### src/hw/rtl/hcbd_pkg.sv
package hcbd_pkg;

   localparam int SIZE_BITS_DEF  = 32;
   localparam int LINE_LIMIT_DEF = 31;

   localparam logic [7:0] CHAR_CR = 8'h0D;
   localparam logic [7:0] CHAR_LF = 8'h0A;

   localparam logic KIND_PAYLOAD = 1'b0;
   localparam logic KIND_END     = 1'b1;

   // One result word handed from the parser to the output stage.
   typedef struct packed {
      logic       valid;
      logic [7:0] data;
      logic       kind;
   } result_type;

   typedef struct packed {
      logic       is_hex;
      logic [3:0] value;
   } hex_digit_type;

   function automatic hex_digit_type hex_decode(input logic [7:0] c);
      hex_digit_type r;
      r.is_hex = 1'b1;
      r.value  = 4'd0;
      if (c >= 8'h30 && c <= 8'h39) begin
         r.value = c[3:0];
      end else if ((c >= 8'h61 && c <= 8'h66) || (c >= 8'h41 && c <= 8'h46)) begin
         r.value = c[3:0] + 4'd9;
      end else begin
         r.is_hex = 1'b0;
      end
      return r;
   endfunction

endpackage

### src/hw/rtl/hcbd_parser.sv
module hcbd_parser
   import hcbd_pkg::*;
#(
   parameter int SIZE_BITS  = SIZE_BITS_DEF,
   parameter int LINE_LIMIT = LINE_LIMIT_DEF
) (
   input  logic       clock,
   input  logic       reset,
   input  logic       step,
   input  logic [7:0] in_byte,
   input  logic       chunked_enable,
   output result_type result
);

   localparam int LEN_BITS = $clog2(LINE_LIMIT + 1);
   localparam logic [LEN_BITS-1:0] LINE_LIMIT_L = LEN_BITS'(LINE_LIMIT);

   logic                 data_phase_ff, data_phase_in;
   logic [SIZE_BITS-1:0] remaining_ff, remaining_in;
   logic [SIZE_BITS-1:0] accum_ff, accum_in;
   logic                 hex_open_ff, hex_open_in;
   logic [LEN_BITS-1:0]  line_len_ff, line_len_in;
   logic                 first_cr_ff, first_cr_in;

   hex_digit_type        digit;
   logic [LEN_BITS-1:0]  len_inc;
   logic [SIZE_BITS-1:0] remaining_dec;
   logic                 line_done;
   logic                 line_empty;
   logic [SIZE_BITS-1:0] line_size;

   assign digit         = hex_decode(in_byte);
   assign len_inc       = line_len_ff + 1'b1;
   assign remaining_dec = remaining_ff - 1'b1;

   always_comb begin
      data_phase_in = data_phase_ff;
      remaining_in  = remaining_ff;
      accum_in      = accum_ff;
      hex_open_in   = hex_open_ff;
      line_len_in   = line_len_ff;
      first_cr_in   = first_cr_ff;
      result.valid  = 1'b0;
      result.data   = in_byte;
      result.kind   = KIND_PAYLOAD;
      line_done     = 1'b0;
      line_empty    = 1'b0;
      line_size     = '0;

      if (step) begin
         if (!chunked_enable) begin
            result.valid = 1'b1;
         end else if (data_phase_ff) begin
            result.valid = 1'b1;
            remaining_in = remaining_dec;
            if (remaining_dec == '0) begin
               data_phase_in = 1'b0;
               accum_in      = '0;
               hex_open_in   = 1'b1;
               line_len_in   = '0;
               first_cr_in   = 1'b0;
            end
         end else if (in_byte == CHAR_LF) begin
            line_done  = 1'b1;
            line_empty = (line_len_ff == '0) ||
                         (line_len_ff == LEN_BITS'(1) && first_cr_ff);
            line_size  = accum_ff;
         end else begin
            if (line_len_ff == '0) begin
               first_cr_in = (in_byte == CHAR_CR);
            end
            if (hex_open_ff) begin
               if (!digit.is_hex) begin
                  hex_open_in = 1'b0;
               end else if (accum_ff[SIZE_BITS-1 -: 4] != 4'd0) begin
                  // Saturate once another digit would shift bits out.
                  accum_in = '1;
               end else begin
                  accum_in = {accum_ff[SIZE_BITS-5:0], digit.value};
               end
            end
            line_len_in = len_inc;
            if (len_inc >= LINE_LIMIT_L) begin
               line_done  = 1'b1;
               line_size  = accum_in;
               // A line cut at the limit has characters, so it is never empty.
               line_empty = 1'b0;
            end
         end

         if (line_done) begin
            accum_in    = '0;
            hex_open_in = 1'b1;
            line_len_in = '0;
            first_cr_in = 1'b0;
            if (!line_empty) begin
               if (line_size == '0) begin
                  result.valid = 1'b1;
                  result.data  = 8'd0;
                  result.kind  = KIND_END;
               end else begin
                  remaining_in  = line_size;
                  data_phase_in = 1'b1;
               end
            end
         end
      end
   end

   always_ff @(posedge clock) begin
      if (reset) begin
         data_phase_ff <= 1'b0;
         remaining_ff  <= '0;
         accum_ff      <= '0;
         hex_open_ff   <= 1'b1;
         line_len_ff   <= '0;
         first_cr_ff   <= 1'b0;
      end else begin
         data_phase_ff <= data_phase_in;
         remaining_ff  <= remaining_in;
         accum_ff      <= accum_in;
         hex_open_ff   <= hex_open_in;
         line_len_ff   <= line_len_in;
         first_cr_ff   <= first_cr_in;
      end
   end

endmodule

### src/hw/rtl/hcbd_out_stage.sv
module hcbd_out_stage
   import hcbd_pkg::*;
(
   input  logic       clock,
   input  logic       reset,
   input  result_type result,
   output logic       can_load,
   output logic       rsp_tvalid,
   input  logic       rsp_tready,
   output logic [7:0] rsp_tdata,
   output logic       rsp_tuser
);

   logic       valid_ff, valid_in;
   logic [7:0] data_ff, data_in;
   logic       kind_ff, kind_in;

   assign can_load = !valid_ff || rsp_tready;

   always_comb begin
      valid_in = valid_ff;
      data_in  = data_ff;
      kind_in  = kind_ff;
      if (can_load) begin
         valid_in = result.valid;
         data_in  = result.data;
         kind_in  = result.kind;
      end
   end

   always_ff @(posedge clock) begin
      if (reset) begin
         valid_ff <= 1'b0;
      end else begin
         valid_ff <= valid_in;
      end
      data_ff <= data_in;
      kind_ff <= kind_in;
   end

   assign rsp_tvalid = valid_ff;
   assign rsp_tdata  = data_ff;
   assign rsp_tuser  = kind_ff;

endmodule

### src/hw/rtl/http_chunked_body_decoder_top.sv
// Chunked HTTP body decoder.
// req_* carries one body byte per word. rsp_* returns payload bytes with
// tuser 0, and a single end-of-body word (tdata 0, tuser 1) when a size
// line of value zero is parsed. Size lines and the CR LF after each chunk
// produce no word at all.
// csr_wr_en / csr_wr_data set chunked_enable: 1 decodes chunked framing,
// 0 passes every byte through unchanged. Write it only while idle.
// Throughput is one byte per cycle while rsp_tready stays high. A byte is
// held in the input register, parsed there against the framing state, and
// its result lands in the output register, which drives rsp_tvalid. The
// parse step is a hex decode, a shift with saturation and a line counter
// compare.
// Reset (synchronous) returns to the start of a size line with an empty
// pipeline and chunked_enable at 1.
// When rsp_tready is low the output register holds its word; the input
// register still accepts one more byte, then req_tready drops until the
// output drains.
module http_chunked_body_decoder_top
   import hcbd_pkg::*;
#(
   parameter int SIZE_BITS  = SIZE_BITS_DEF,
   parameter int LINE_LIMIT = LINE_LIMIT_DEF
) (
   input  logic       clock,
   input  logic       reset,
   input  logic       req_tvalid,
   output logic       req_tready,
   input  logic [7:0] req_tdata,   // [7:0] in_byte
   output logic       rsp_tvalid,
   input  logic       rsp_tready,
   output logic [7:0] rsp_tdata,   // [7:0] out_byte
   output logic       rsp_tuser,   // [0] kind
   input  logic       csr_wr_en,
   input  logic       csr_wr_data
);

   logic       enable_ff, enable_in;
   logic       s1_valid_ff, s1_valid_in;
   logic [7:0] s1_byte_ff, s1_byte_in;
   logic       s1_take;
   logic       can_load;
   result_type result;

   assign s1_take    = s1_valid_ff && can_load;
   assign req_tready = !s1_valid_ff || can_load;

   always_comb begin
      enable_in   = csr_wr_en ? csr_wr_data : enable_ff;
      s1_valid_in = s1_valid_ff;
      s1_byte_in  = s1_byte_ff;
      if (req_tready) begin
         s1_valid_in = req_tvalid;
         s1_byte_in  = req_tdata;
      end
   end

   always_ff @(posedge clock) begin
      if (reset) begin
         enable_ff   <= 1'b1;
         s1_valid_ff <= 1'b0;
      end else begin
         enable_ff   <= enable_in;
         s1_valid_ff <= s1_valid_in;
      end
      s1_byte_ff <= s1_byte_in;
   end

   hcbd_parser #(
      .SIZE_BITS  (SIZE_BITS),
      .LINE_LIMIT (LINE_LIMIT)
   ) u_parser (
      .clock          (clock),
      .reset          (reset),
      .step           (s1_take),
      .in_byte        (s1_byte_ff),
      .chunked_enable (enable_ff),
      .result         (result)
   );

   hcbd_out_stage u_out (
      .clock      (clock),
      .reset      (reset),
      .result     (result),
      .can_load   (can_load),
      .rsp_tvalid (rsp_tvalid),
      .rsp_tready (rsp_tready),
      .rsp_tdata  (rsp_tdata),
      .rsp_tuser  (rsp_tuser)
   );

   // An end-of-body word always carries a zero data byte.
   a_end_zero: assert property (@(posedge clock) disable iff (reset)
      rsp_tvalid && rsp_tuser == KIND_END |-> rsp_tdata == 8'd0)
      else $error("end-of-body word with nonzero data");

   // In passthrough every parsed byte becomes a payload word.
   a_passthrough: assert property (@(posedge clock) disable iff (reset)
      s1_take && !enable_ff |=> rsp_tvalid && rsp_tuser == KIND_PAYLOAD
                                && rsp_tdata == $past(s1_byte_ff))
      else $error("passthrough byte lost or altered");

   // An empty input register must always take a word.
   a_ready_empty: assert property (@(posedge clock) disable iff (reset)
      !s1_valid_ff |-> req_tready)
      else $error("input stalled with empty input register");

endmodule

### config.mk
export PLATFORM = sky130hd
export DESIGN_NAME = http_chunked_body_decoder_top
export DESIGN_NICKNAME = d
export VERILOG_FILES = /design/src/hw/rtl/hcbd_pkg.sv /design/src/hw/rtl/hcbd_parser.sv /design/src/hw/rtl/hcbd_out_stage.sv /design/src/hw/rtl/http_chunked_body_decoder_top.sv
export SDC_FILE = /design/constraint.sdc
export NUM_CORES = 1
export LEC_CHECK = 0
export BUFFER_PORTS_ARGS = -buffer_cell sky130_fd_sc_hd__buf_4
export CORE_MARGIN = 2
export CORE_UTILIZATION = 40
export CTS_CLUSTER_DIAMETER = 30
export CTS_CLUSTER_SIZE = 40
export DETAILED_ROUTE_END_ITERATION = 8
export PLACE_DENSITY = 0.56
export SETUP_SLACK_MARGIN = 0.05
export SLEW_MARGIN = 25
export SYNTH_ARGS = -nofsm -noshare
export SYNTH_HDL_FRONTEND = slang
export SYNTH_SLANG_ARGS = --single-unit
### constraint.sdc
create_clock -name clock -period 3.7 [get_ports clock]
set_input_delay 0.74 -clock clock [delete_from_list [all_inputs] [get_ports clock]]
set_output_delay 0.74 -clock clock [all_outputs]
set_load 0.02 [all_outputs]
---- Word level (Yosys, flattened, before mapping) ----
Index checks and enable logic that the tools add are counted.
storage, ports and cells
  register bits after elaboration ......... 92
  input port bits ......................... 14
  word-level logic and storage cells ...... 110
  output and inout bits ................... 11
operators by class
  equal/unequal tests ..................... 5
  bitwise logic cells ..................... 2
  reduce and logical (&&, ||, !) cells .... 20
  muxes and demuxes ....................... 61
  order comparisons ....................... 7
  add/subtract/negate cells ............... 3
operator list
  cell                     number
  $mux W32                 18
  $logic_not A32 Y1        2
  $mux W10                 4
  $mux W1                  32
  $sub A32 B1 Y32 const B  1
  $mux W5                  5
  $eq A8 B4 Y1 const B     2
  $ge A8 B7 Y1 const B     2
  $le A8 B7 Y1 const B     2
  $ge A8 B6 Y1 const B     1
  $le A8 B6 Y1 const B     1
  $mux W4                  2
  $add A5 B1 Y5 const B    1
  $eq A5 B1 Y1 const B     1
  $ge A5 B5 Y1 const B     1
  $logic_and A1 B1 Y1      5
  $logic_not A5 Y1         1
  $reduce_and A5 Y1        1
  $add A4 B4 Y4 const B    1
  $logic_or A1 B1 Y1       4
  $reduce_and A4 Y1        1
  $reduce_bool A4 Y1       1
  $ne A3 B2 Y1 const B     1
  $ne A3 B3 Y1 const B     1
  5 further kinds          7

---- Logic depth before layout (Yosys ltp) ----
Gate-level depths: netlist of the first run.
  word-level depth ........................ 18
  gate-level depth with buffers ........... 12
  gate-level depth less buffers ........... 9

---- Cells and area by module ----
From an unflattened synthesis of the first run, not the netlist that was laid out.
second synthesis, totals
  cells, all modules ...................... 661
  area total of the unflattened synthesis .. 5417.7 µm²
by module, submodules not included
  module                         times used  seq. area each (µm²)  cells each  area an instance (µm²)
  hcbd_parser                    1           1441.4                632         4777.1
  http_chunked_body_decoder_top  1           280.3                 16          324.1
  hcbd_out_stage                 1           290.3                 13          316.6

---- Least setup slack after synthesis of the first run ----
Ideal clock, no wire load.
  kind .................................... register to register
  start point ............................. reg s1_byte_ff[0]
  end point ............................... reg u_parser.remaining_ff[17]
  required time ........................... 3.581 ns
  path buffers ............................ 2
  setup time .............................. 0.119 ns
  path slack .............................. 0.718 ns
  clock period less this slack ............ 2.982 ns
  arrival ................................. 2.863 ns
  stages on the path, launching flop included .. 12
  cells stage by stage .................... edfxtp_1 -> inv_1 -> ha_1 -> or3b_1 -> and3_1 -> buf_2 -> o21ai_2 -> o31ai_1 -> a41oi_1 -> clkbuf_1 -> nor2_1 -> o221a_2
between the ends
  longest elaborated chain between the ends .. 17
  elaborated cells on any way between the ends .. 36
  classes of those cells .................. add/sub: 1; order compare: 6; eq/ne: 1; mux: 23; reduce/logical: 5
ends and longest elaborated chain
  what                                                 line                                 RTL
  from (decl)                                          http_chunked_body_decoder_top.sv:39  logic [7:0] s1_byte_ff, s1_byte_in;
  from (signal assigned)                               http_chunked_body_decoder_top.sv:65  s1_byte_ff <= s1_byte_in;
  $ge A8 B7 Y1 / $le A8 B7 Y1 (equally long branches)  hcbd_pkg.sv:30                       end else if ((c >= 8'h61 && c <= 8'h66) || (c >= 8'h41 && c <= 8'h46)) begin
  $logic_and A1 B1 Y1                                  hcbd_pkg.sv:30
  $logic_or A1 B1 Y1                                   hcbd_pkg.sv:30
  $mux W4                                              hcbd_pkg.sv:30
  $mux W4                                              hcbd_pkg.sv:28                       if (c >= 8'h30 && c <= 8'h39) begin
  $mux W32                                             hcbd_parser.sv:75                    end else if (accum_ff[SIZE_BITS-1 -: 4] != 4'd0) begin
  $mux W32                                             hcbd_parser.sv:73                    if (!digit.is_hex) begin
  $mux W32                                             hcbd_parser.sv:72                    if (hex_open_ff) begin
  $mux W32                                             hcbd_parser.sv:83                    if (len_inc >= LINE_LIMIT_L) begin
  $mux W32                                             hcbd_parser.sv:63                    end else if (in_byte == CHAR_LF) begin
  $mux W32                                             hcbd_parser.sv:53                    end else if (data_phase_ff) begin
  $mux W32                                             hcbd_parser.sv:51                    if (!chunked_enable) begin
  $mux W32                                             hcbd_parser.sv:50                    if (step) begin
  $logic_not A32 Y1                                    hcbd_parser.sv:97                    if (line_size == '0) begin
  $mux W32                                             hcbd_parser.sv:97
  $mux W32                                             hcbd_parser.sv:96                    if (!line_empty) begin
  $mux W32 *                                           hcbd_parser.sv:91                    if (line_done) begin
  to (signal assigned)                                 hcbd_parser.sv:120                   remaining_ff <= remaining_in;
  to (decl)                                            hcbd_parser.sv:19                    logic [SIZE_BITS-1:0] remaining_ff, remaining_in;
Every way passes the cells marked *; elsewhere a longest branch is shown, timed or not. The select of a mux whose other input is x is not followed.
A chain may end at the register's enable or synchronous reset.

---- Worst setup path after layout of the first run ----
  start point ............................. reg s1_byte_ff[0]
  end point ............................... reg u_parser.remaining_ff[0]
The elaborated chain is that of the path after synthesis.

==> metrics.md, run 1 <==
| Metric | Value |
|---|---|
| Final ANT Viol Nets | `0` |
| Detailed Route WL | `between 15 and 20 mm` |
| Final Hold Fails | `0` |
| Synthesis-stage register bit count | `92` |
| Wire per inst | `approximately 20 um` |
| Pint | `1.777 mW` |
| Element type at the critical path end | `flip-flop` |
| H-tree Lvls | `3` |
| P&R area growth vs syn | `11.85%` |
| Setup_tns | `0 ns` |
| CTS hold repair buffers | `0` |
| Design Power | `2.375 mW` |
| Leakage | `2.241 nW` |
| Worst path bufs/invs | `3` |
| Yosys warnings | `0` |
| Nets | `732` |
| Syn avg cell area | `8.397 um^2` |
| Final instance area | `6565 um^2` |
| Max Slew Vio Count | `0` |
| Maximum capacitance violations | `0` |
| Fin cells | `897` |
| Clock-pin slew on the worst setup and hold paths | `0.07 ns` |
| Initial Util | `0.4069` |
| DRC viols | `0` |
| Final clock skew | `between 0.01 and 0.015 ns` |
| CTS tree | `built` |
| Leading cell types in the layout, fill and taps excluded | `75 x dfxtp_1, 71 x nor2_1, 48 x buf_4, 47 x inv_1, 45 x nand2_1` |
| Pin count of the biggest net entering global routing | `40` |
| Root Buffer | `clkbuf_16` |
| CP required | `3.99 ns` |
| CP max stage cell | `a2111oi_0` |
| Post-synth EDFFs | `17` |
| # setup viols final | `0` |
| Fin crit share | `0.9174` |
| Logic pwr share | `0.089` |
| Clock Sinks | `92` |
| Share of cells above drive strength 1 | `0.1571` |
| Core ar. | `14420 um^2` |
| DR vias | `5633` |
| Dpl cell area | `6217 um^2` |
| TritonCTS Buffers | `9` |
| Status | `completed` |
| Initial antenna violation count | `0` |
| Vias in the first global route | `5099` |
| GRT Total Usage | `0.2309` |
| CP top delay family | `compound AO/OA/AOI/OAI gates` |
| Critical path cell sequence | `inv_1 -> ha_1 -> o21ba_2 -> o211ai_1 -> nand2_1 -> buf_12 -> a2111oi_0 -> buf_4 -> a211oi_1 -> a21oi_1` |
| Final core occ | `0.4552` |
| Fin crit period | `around 3.4 ns` |
| Critical Path Fanout Max | `27` |
| Setup bufs post-CTS | `0` |
| Clk pwr share | `0.466` |
| Drt first pass iters | `5` |
| VDD IR max | `0.0002621 V` |
| Arr. time, crit path | `3.68 ns` |
| Drt initial violations | `about 630` |
| Delay of the slowest critical-path stage | `0.74 ns` |
| Gr ovfl total | `0` |
| Antenna cells | `0` |
| Port bufs | `24` |
| Area contributors post-synth | `dfxtp_1 26%, edfxtp_1 8.7%, nor2_1 4.5%, o22ai_2 4.3%, inv_1 3.0%` |
| Startpoint types | `flip-flop` |
| Longest Clk Path Bufs | `2` |
| Num rows | `44` |
| Asr flop ratio synth | `0` |
| Netlist cell types | `83` |
| Global-route wire length before repair | `28.81 mm` |
| Commonest non-fill, non-tap cell in the layout | `dfxtp_1` |
| Die height | `around 130 um` |
| Ys flop type | `dfxtp_1` |
| GPL Wtd Cong | `0.8968` |
| Setup CP Type | `flip-flop to flip-flop` |
| Hold_ws | `0.5073 ns` |
| Hpwl dp | `13.22 mm` |
| Worst-skew pair later-pin latency | `0.36 ns` |
| F_max | `between 0.2 and 0.3 GHz` |
| PostCTS Resize Cnt | `0` |
| Sequential cell fraction of total power | `0.445` |
| Die width | `approximately 130 um` |
| Cells after Synth | `699` |
| Vias per cell | `6.280` |
| Slew margin rel. | `0.4293` |
| Hold Path Class | `flip-flop to flip-flop` |
| Worst-margin pin slew | `0.8345 ns` |
| Psw | `0.5979 mW` |
| Sequential area share after synthesis | `0.3428` |
| I/O Pins | `25` |
| RSZ-0062 raised after global routing | `false` |
| Synth Net Count | `723` |
| Pre-CTS setup slack | `0.3691 ns` |
| Leading area contributor after synthesis | `dfxtp_1` |
| Final WS setup | `0.3057 ns` |
| Die area | `between 15000 and 20000 um^2` |
| Synth top area share | `0.2558` |
| Placed cells | `881` |
| Pwr/cell area | `361.7 nW/um^2` |
| Post-Synthesis Cell Area | `5869 um^2` |
| Sw frac | `0.2518` |
power by group through the flow:
stage / logic [mW] / clock network (mW) / registers, mW
floorplan: 0.146 / 0 / 1.08
global placement: 0.206 / 0 / 1.08
detailed placement: 0.208 / 0 / 1.08
CTS: 0.209 / 1.12 / 1.06
global route: 0.228 / 1.16 / 1.06
finish: 0.211 / 1.11 / 1.06
worst reg2reg max path, stage by stage, from the launching register on:
cell	delay [ns]
edfxtp_1	0.46
inv_1	0.11
ha_1	0.24
o21ba_2	0.24
o211ai_1	0.43
nand2_1	0.40
buf_12	0.28
a2111oi_0	0.74
buf_4	0.24
a211oi_1	0.05
a21oi_1	0.15
metal layers:
metal,GRT usage,part of all wire
met5,0,0
met4,0.08889,0.023
met3,0.02824,0.057
met2,0.3533,0.44
met1,0.3329,0.48
Yosys cell counts, drive strengths merged, types with 7 or more instances:
cell and n:
a21oi 25, a41oi 7, nand3 30, a211oi 13
nor3 24, or4 13, dfxtp 75, nand4 10
nor4 19, nor2 73, o22ai 33, nor2b 10
o21ai 33, nand2b 8, o211ai 17, o2111ai 13
or3 9, ha 10, inv 47, nand2 45
clkbuf 34, o31ai 13, buf 18, edfxtp 17
final cells by class:
cell class,count,area (um^2)
Clock buffer,9,225.2
Clock inverter,7,122.6
Tap cell,184,230.2
Sequential cell,92,2012
Inverter,47,176.4
Multi-Input combinational cell,508,3398
Timing Repair Buffer,50,400.4
Fill cell,1443,7859
worst paths after layout:
| path | startpoint | end | slack [ns] | cells after the start |
|---|---|---|---|---|
| worst max-delay path | s1_byte_ff[0] | u_parser.remaining_ff[0] | 0.31 | 10 |
| worst min-delay path | u_parser.first_cr_ff | u_parser.first_cr_ff | 0.51 | 1 |
| worst max register to register | s1_byte_ff[0] | u_parser.remaining_ff[0] | 0.31 | 10 |
| worst min register to register | u_parser.first_cr_ff | u_parser.first_cr_ff | 0.51 | 1 |
cells by family after synthesis:
| logic type | after synthesis | synth area share |
|---|---|---|
| flops | 92 | 0.3428 |
| xor+xnor | 6 | 0.008953 |
| compound gates | 217 | 0.2955 |
| fa+ha+maj | 10 | 0.02132 |
| buf+inv | 99 | 0.07951 |
| mux | 2 | 0.003411 |
| simple gates | 273 | 0.2486 |
state kept, by name, summed over array words and instances, names as in the netlist:
register,count
u_out.rsp_tvalid,1
enable_ff,1
u_parser.accum_ff,32
u_parser.remaining_ff,32
u_parser.line_len_ff,5
s1_valid_ff,1
u_parser.hex_open_ff,1
u_out.rsp_tuser,1
u_parser.data_phase_ff,1
s1_byte_ff,8
u_out.rsp_tdata,8
u_parser.first_cr_ff,1
Power figures use the tool's default switching activity.
==> inputs of run 2 (changes only) <==
- CAP_MARGIN: not set -> 10
- RECOVER_POWER: not set -> 50
==> run 2 against run 1 <==
Against the previous run:
- fmax is 0.87% higher
- clock skew hardly changed
- wire length hardly changed
- register-to-register slack better by 0.03 ns
- count of clock-buffer cells in the layout stayed put
- critical endpoint is now u_out.rsp_tdata[5]
- non-clock buffer count stayed put
- sequential power hardly changed
- highest routed layer unchanged
- total power is 0.24% lower
==> metrics.md, run 2 (synthesis gave the netlist of run 1 again) <==
| Metric | Value |
|---|---|
| Internal reg-to-reg setup slack | `0.34 ns (+0.03 ns)` |
| Fin crit share | `0.9094 (-0.007928)` |
| Setup_tns | `0 ns (unchanged)` |
| Pin count of the biggest net entering global routing | `40 (unchanged)` |
| Gr ovfl total | `0 (unchanged)` |
| P&R area growth vs syn | `10.79%` |
| Hold depth | `1 (unchanged)` |
| Leakage | `2.184 nW (-2.5%)` |
| Max Slew Vio Count | `0 (unchanged)` |
| VDD IR max | `0.0002628 V (+0.27%)` |
| CP required | `3.79 ns (-0.20 ns)` |
| Port bufs | `24 (unchanged)` |
| Final clock skew | `0.01162 ns (-0.0001583 ns)` |
| Hpwl dp | `13.22 mm (unchanged)` |
| PostCTS Resize Cnt | `0 (unchanged)` |
| I/O Pins | `25 (unchanged)` |
| Initial antenna violation count | `0 (unchanged)` |
| Initial Util | `0.4069 (unchanged)` |
| Wire per inst | `20.40 um (about the same)` |
| RSZ-0062 raised after global routing | `false` |
| Global-route wire length before repair | `28.81 mm (unchanged)` |
| Top Registers | `u_parser.accum_ff (32), u_parser.remaining_ff (32)` |
| H-tree Lvls | `3 (unchanged)` |
| Nets | `732 (unchanged)` |
| Num rows | `44 (unchanged)` |
| Worst r2r path cells | `8 (-2)` |
| Root Buffer | `clkbuf_16` |
| Antenna cells | `0 (unchanged)` |
| Hold Path Class | `flip-flop to flip-flop` |
| Die width | `125.1 um (unchanged)` |
| Worst-skew pair later-pin latency | `0.36 ns (about the same)` |
| Element type at the critical path end | `flip-flop` |
| Drt first pass iters | `6 (+1)` |
| Fillers | `1457 (+0.97%)` |
| Clock-pin slew on the worst setup and hold paths | `0.07 ns (about the same)` |
| F_max | `0.2972 GHz (+0.87%)` |
| CTS tree | `built` |
| Share of cells above drive strength 1 | `0.1360 (-0.02104)` |
| Vias in the first global route | `5099 (unchanged)` |
| Maximum capacitance violations | `0 (unchanged)` |
| Commonest non-fill, non-tap cell in the layout | `dfxtp_1` |
| Worst-margin pin slew | `0.7952 ns (-0.03932 ns)` |
| Longest Clk Path Bufs | `2 (unchanged)` |
| Pwr/cell area | `364.3 nW/um^2 (+0.72%)` |
| Setup CP Type | `flip-flop to flip-flop` |
| Final ANT Viol Nets | `0 (unchanged)` |
| GRT Total Usage | `0.2309 (unchanged)` |
| Startpoint types | `flip-flop` |
| Slew margin rel. | `0.4562 (+0.02689)` |
| Vias per cell | `6.380 (+1.6%)` |
| Final core occ | `0.4508 (-0.004338)` |
| DRC viols | `0 (unchanged)` |
| Detailed Route WL | `18.30 mm (about the same)` |
| Final Hold Fails | `0 (unchanged)` |
| GPL Wtd Cong | `0.8968 (unchanged)` |
| Arr. time, crit path | `3.46 ns (-0.22 ns)` |
| Critical Path Fanout Max | `21 (-22%)` |
| Fin crit period | `3.365 ns (-0.02933 ns)` |
| Status | `completed` |
| Setup bufs post-CTS | `0 (unchanged)` |
| Die height | `125.1 um (unchanged)` |
| CTS hold repair buffers | `0 (unchanged)` |
| Die area | `15660 um^2 (unchanged)` |
| # setup viols final | `0 (unchanged)` |
| Drt initial violations | `636 (+0.79%)` |
| TritonCTS Buffers | `9 (unchanged)` |
| Clock Sinks | `92 (unchanged)` |
| DR vias | `5723 (+1.6%)` |
| Leading cell types in the layout, fill and taps excluded | `75 x dfxtp_1, 71 x nor2_1, 47 x inv_1, 45 x nand2_1, 31 x o21ai_0` |
| Core ar. | `14420 um^2 (unchanged)` |
[run 2: cell types whose count changed in the layout (fill, tap and decap cells not counted), sizes merged]
cell    before  now
buf         50   25
clkbuf       9   34
[run 2: report_power, final]
part           switching, mW  total, mW  leakage [nW]  internal, mW
logic                  0.134      0.206          1.24        0.0712
registers             0.0217       1.06         0.787          1.04
clock network          0.441       1.11         0.162         0.665
total                  0.598       2.37          2.18          1.77
[run 2: final timing paths]
path,to,startpoint
min,u_parser.first_cr_ff,u_parser.first_cr_ff
min reg2reg,u_parser.first_cr_ff,u_parser.first_cr_ff
max reg2reg,u_out.rsp_tdata[5],u_parser.accum_ff[28]
max,u_out.rsp_tdata[5],u_parser.accum_ff[28]
[run 2: critical path, cell delays in order, from the launching register on]
cell and delay (ns):
dfxtp_1 0.35, or4_1 0.87, nor2_1 0.37, nand4_1 0.14
o31ai_1 0.44, nand4_1 0.20, a211oi_1 0.26, clkbuf_1 0.36
nor2b_1 0.11
[run 2: final cells by class]
type | instances | area, um^2 | share of cell area
sequential | 92 | 2012 | 0.3094
multi-input combinational | 508 | 3393 | 0.5218
tap | 184 | 230.2 | 0.03541
clock buffer | 9 | 225.2 | 0.03464
timing repair buffer | 50 | 342.8 | 0.05272
inverter | 47 | 176.4 | 0.02713
clock inverter | 7 | 122.6 | 0.01886
[run 2: per-layer routing]
| metal | GRT usage | routed length, um | vias to the layer above |
|---|---|---|---|
| li1 | - | - | 2684 |
| met1 | 0.3329 | 8440 | 2725 |
| met2 | 0.3533 | 8079 | 278 |
| met3 | 0.02824 | 1305 | 36 |
| met4 | 0.08889 | 474 | 0 |
| met5 | 0 | 0 | - |
[run 2: through the flow]
stage / instance area (um^2) / cells / hold slack [ns] / total power [mW] / setup slack, ns
final: 6502 / 897 / 0.5111 / 2.369 / 0.3351
after global placement: 6217 / 881 / 0.4896 / 1.285 / 0.3050
after detailed placement: 6217 / 881 / 0.4931 / 1.288 / 0.3691
after CTS: 6565 / 897 / 0.5108 / 2.386 / 0.3410
after global routing: 6502 / 897 / 0.5277 / 2.438 / 0.09859
after floorplan: 5869 / 699 / 0.4609 / 1.222 / 0.7185
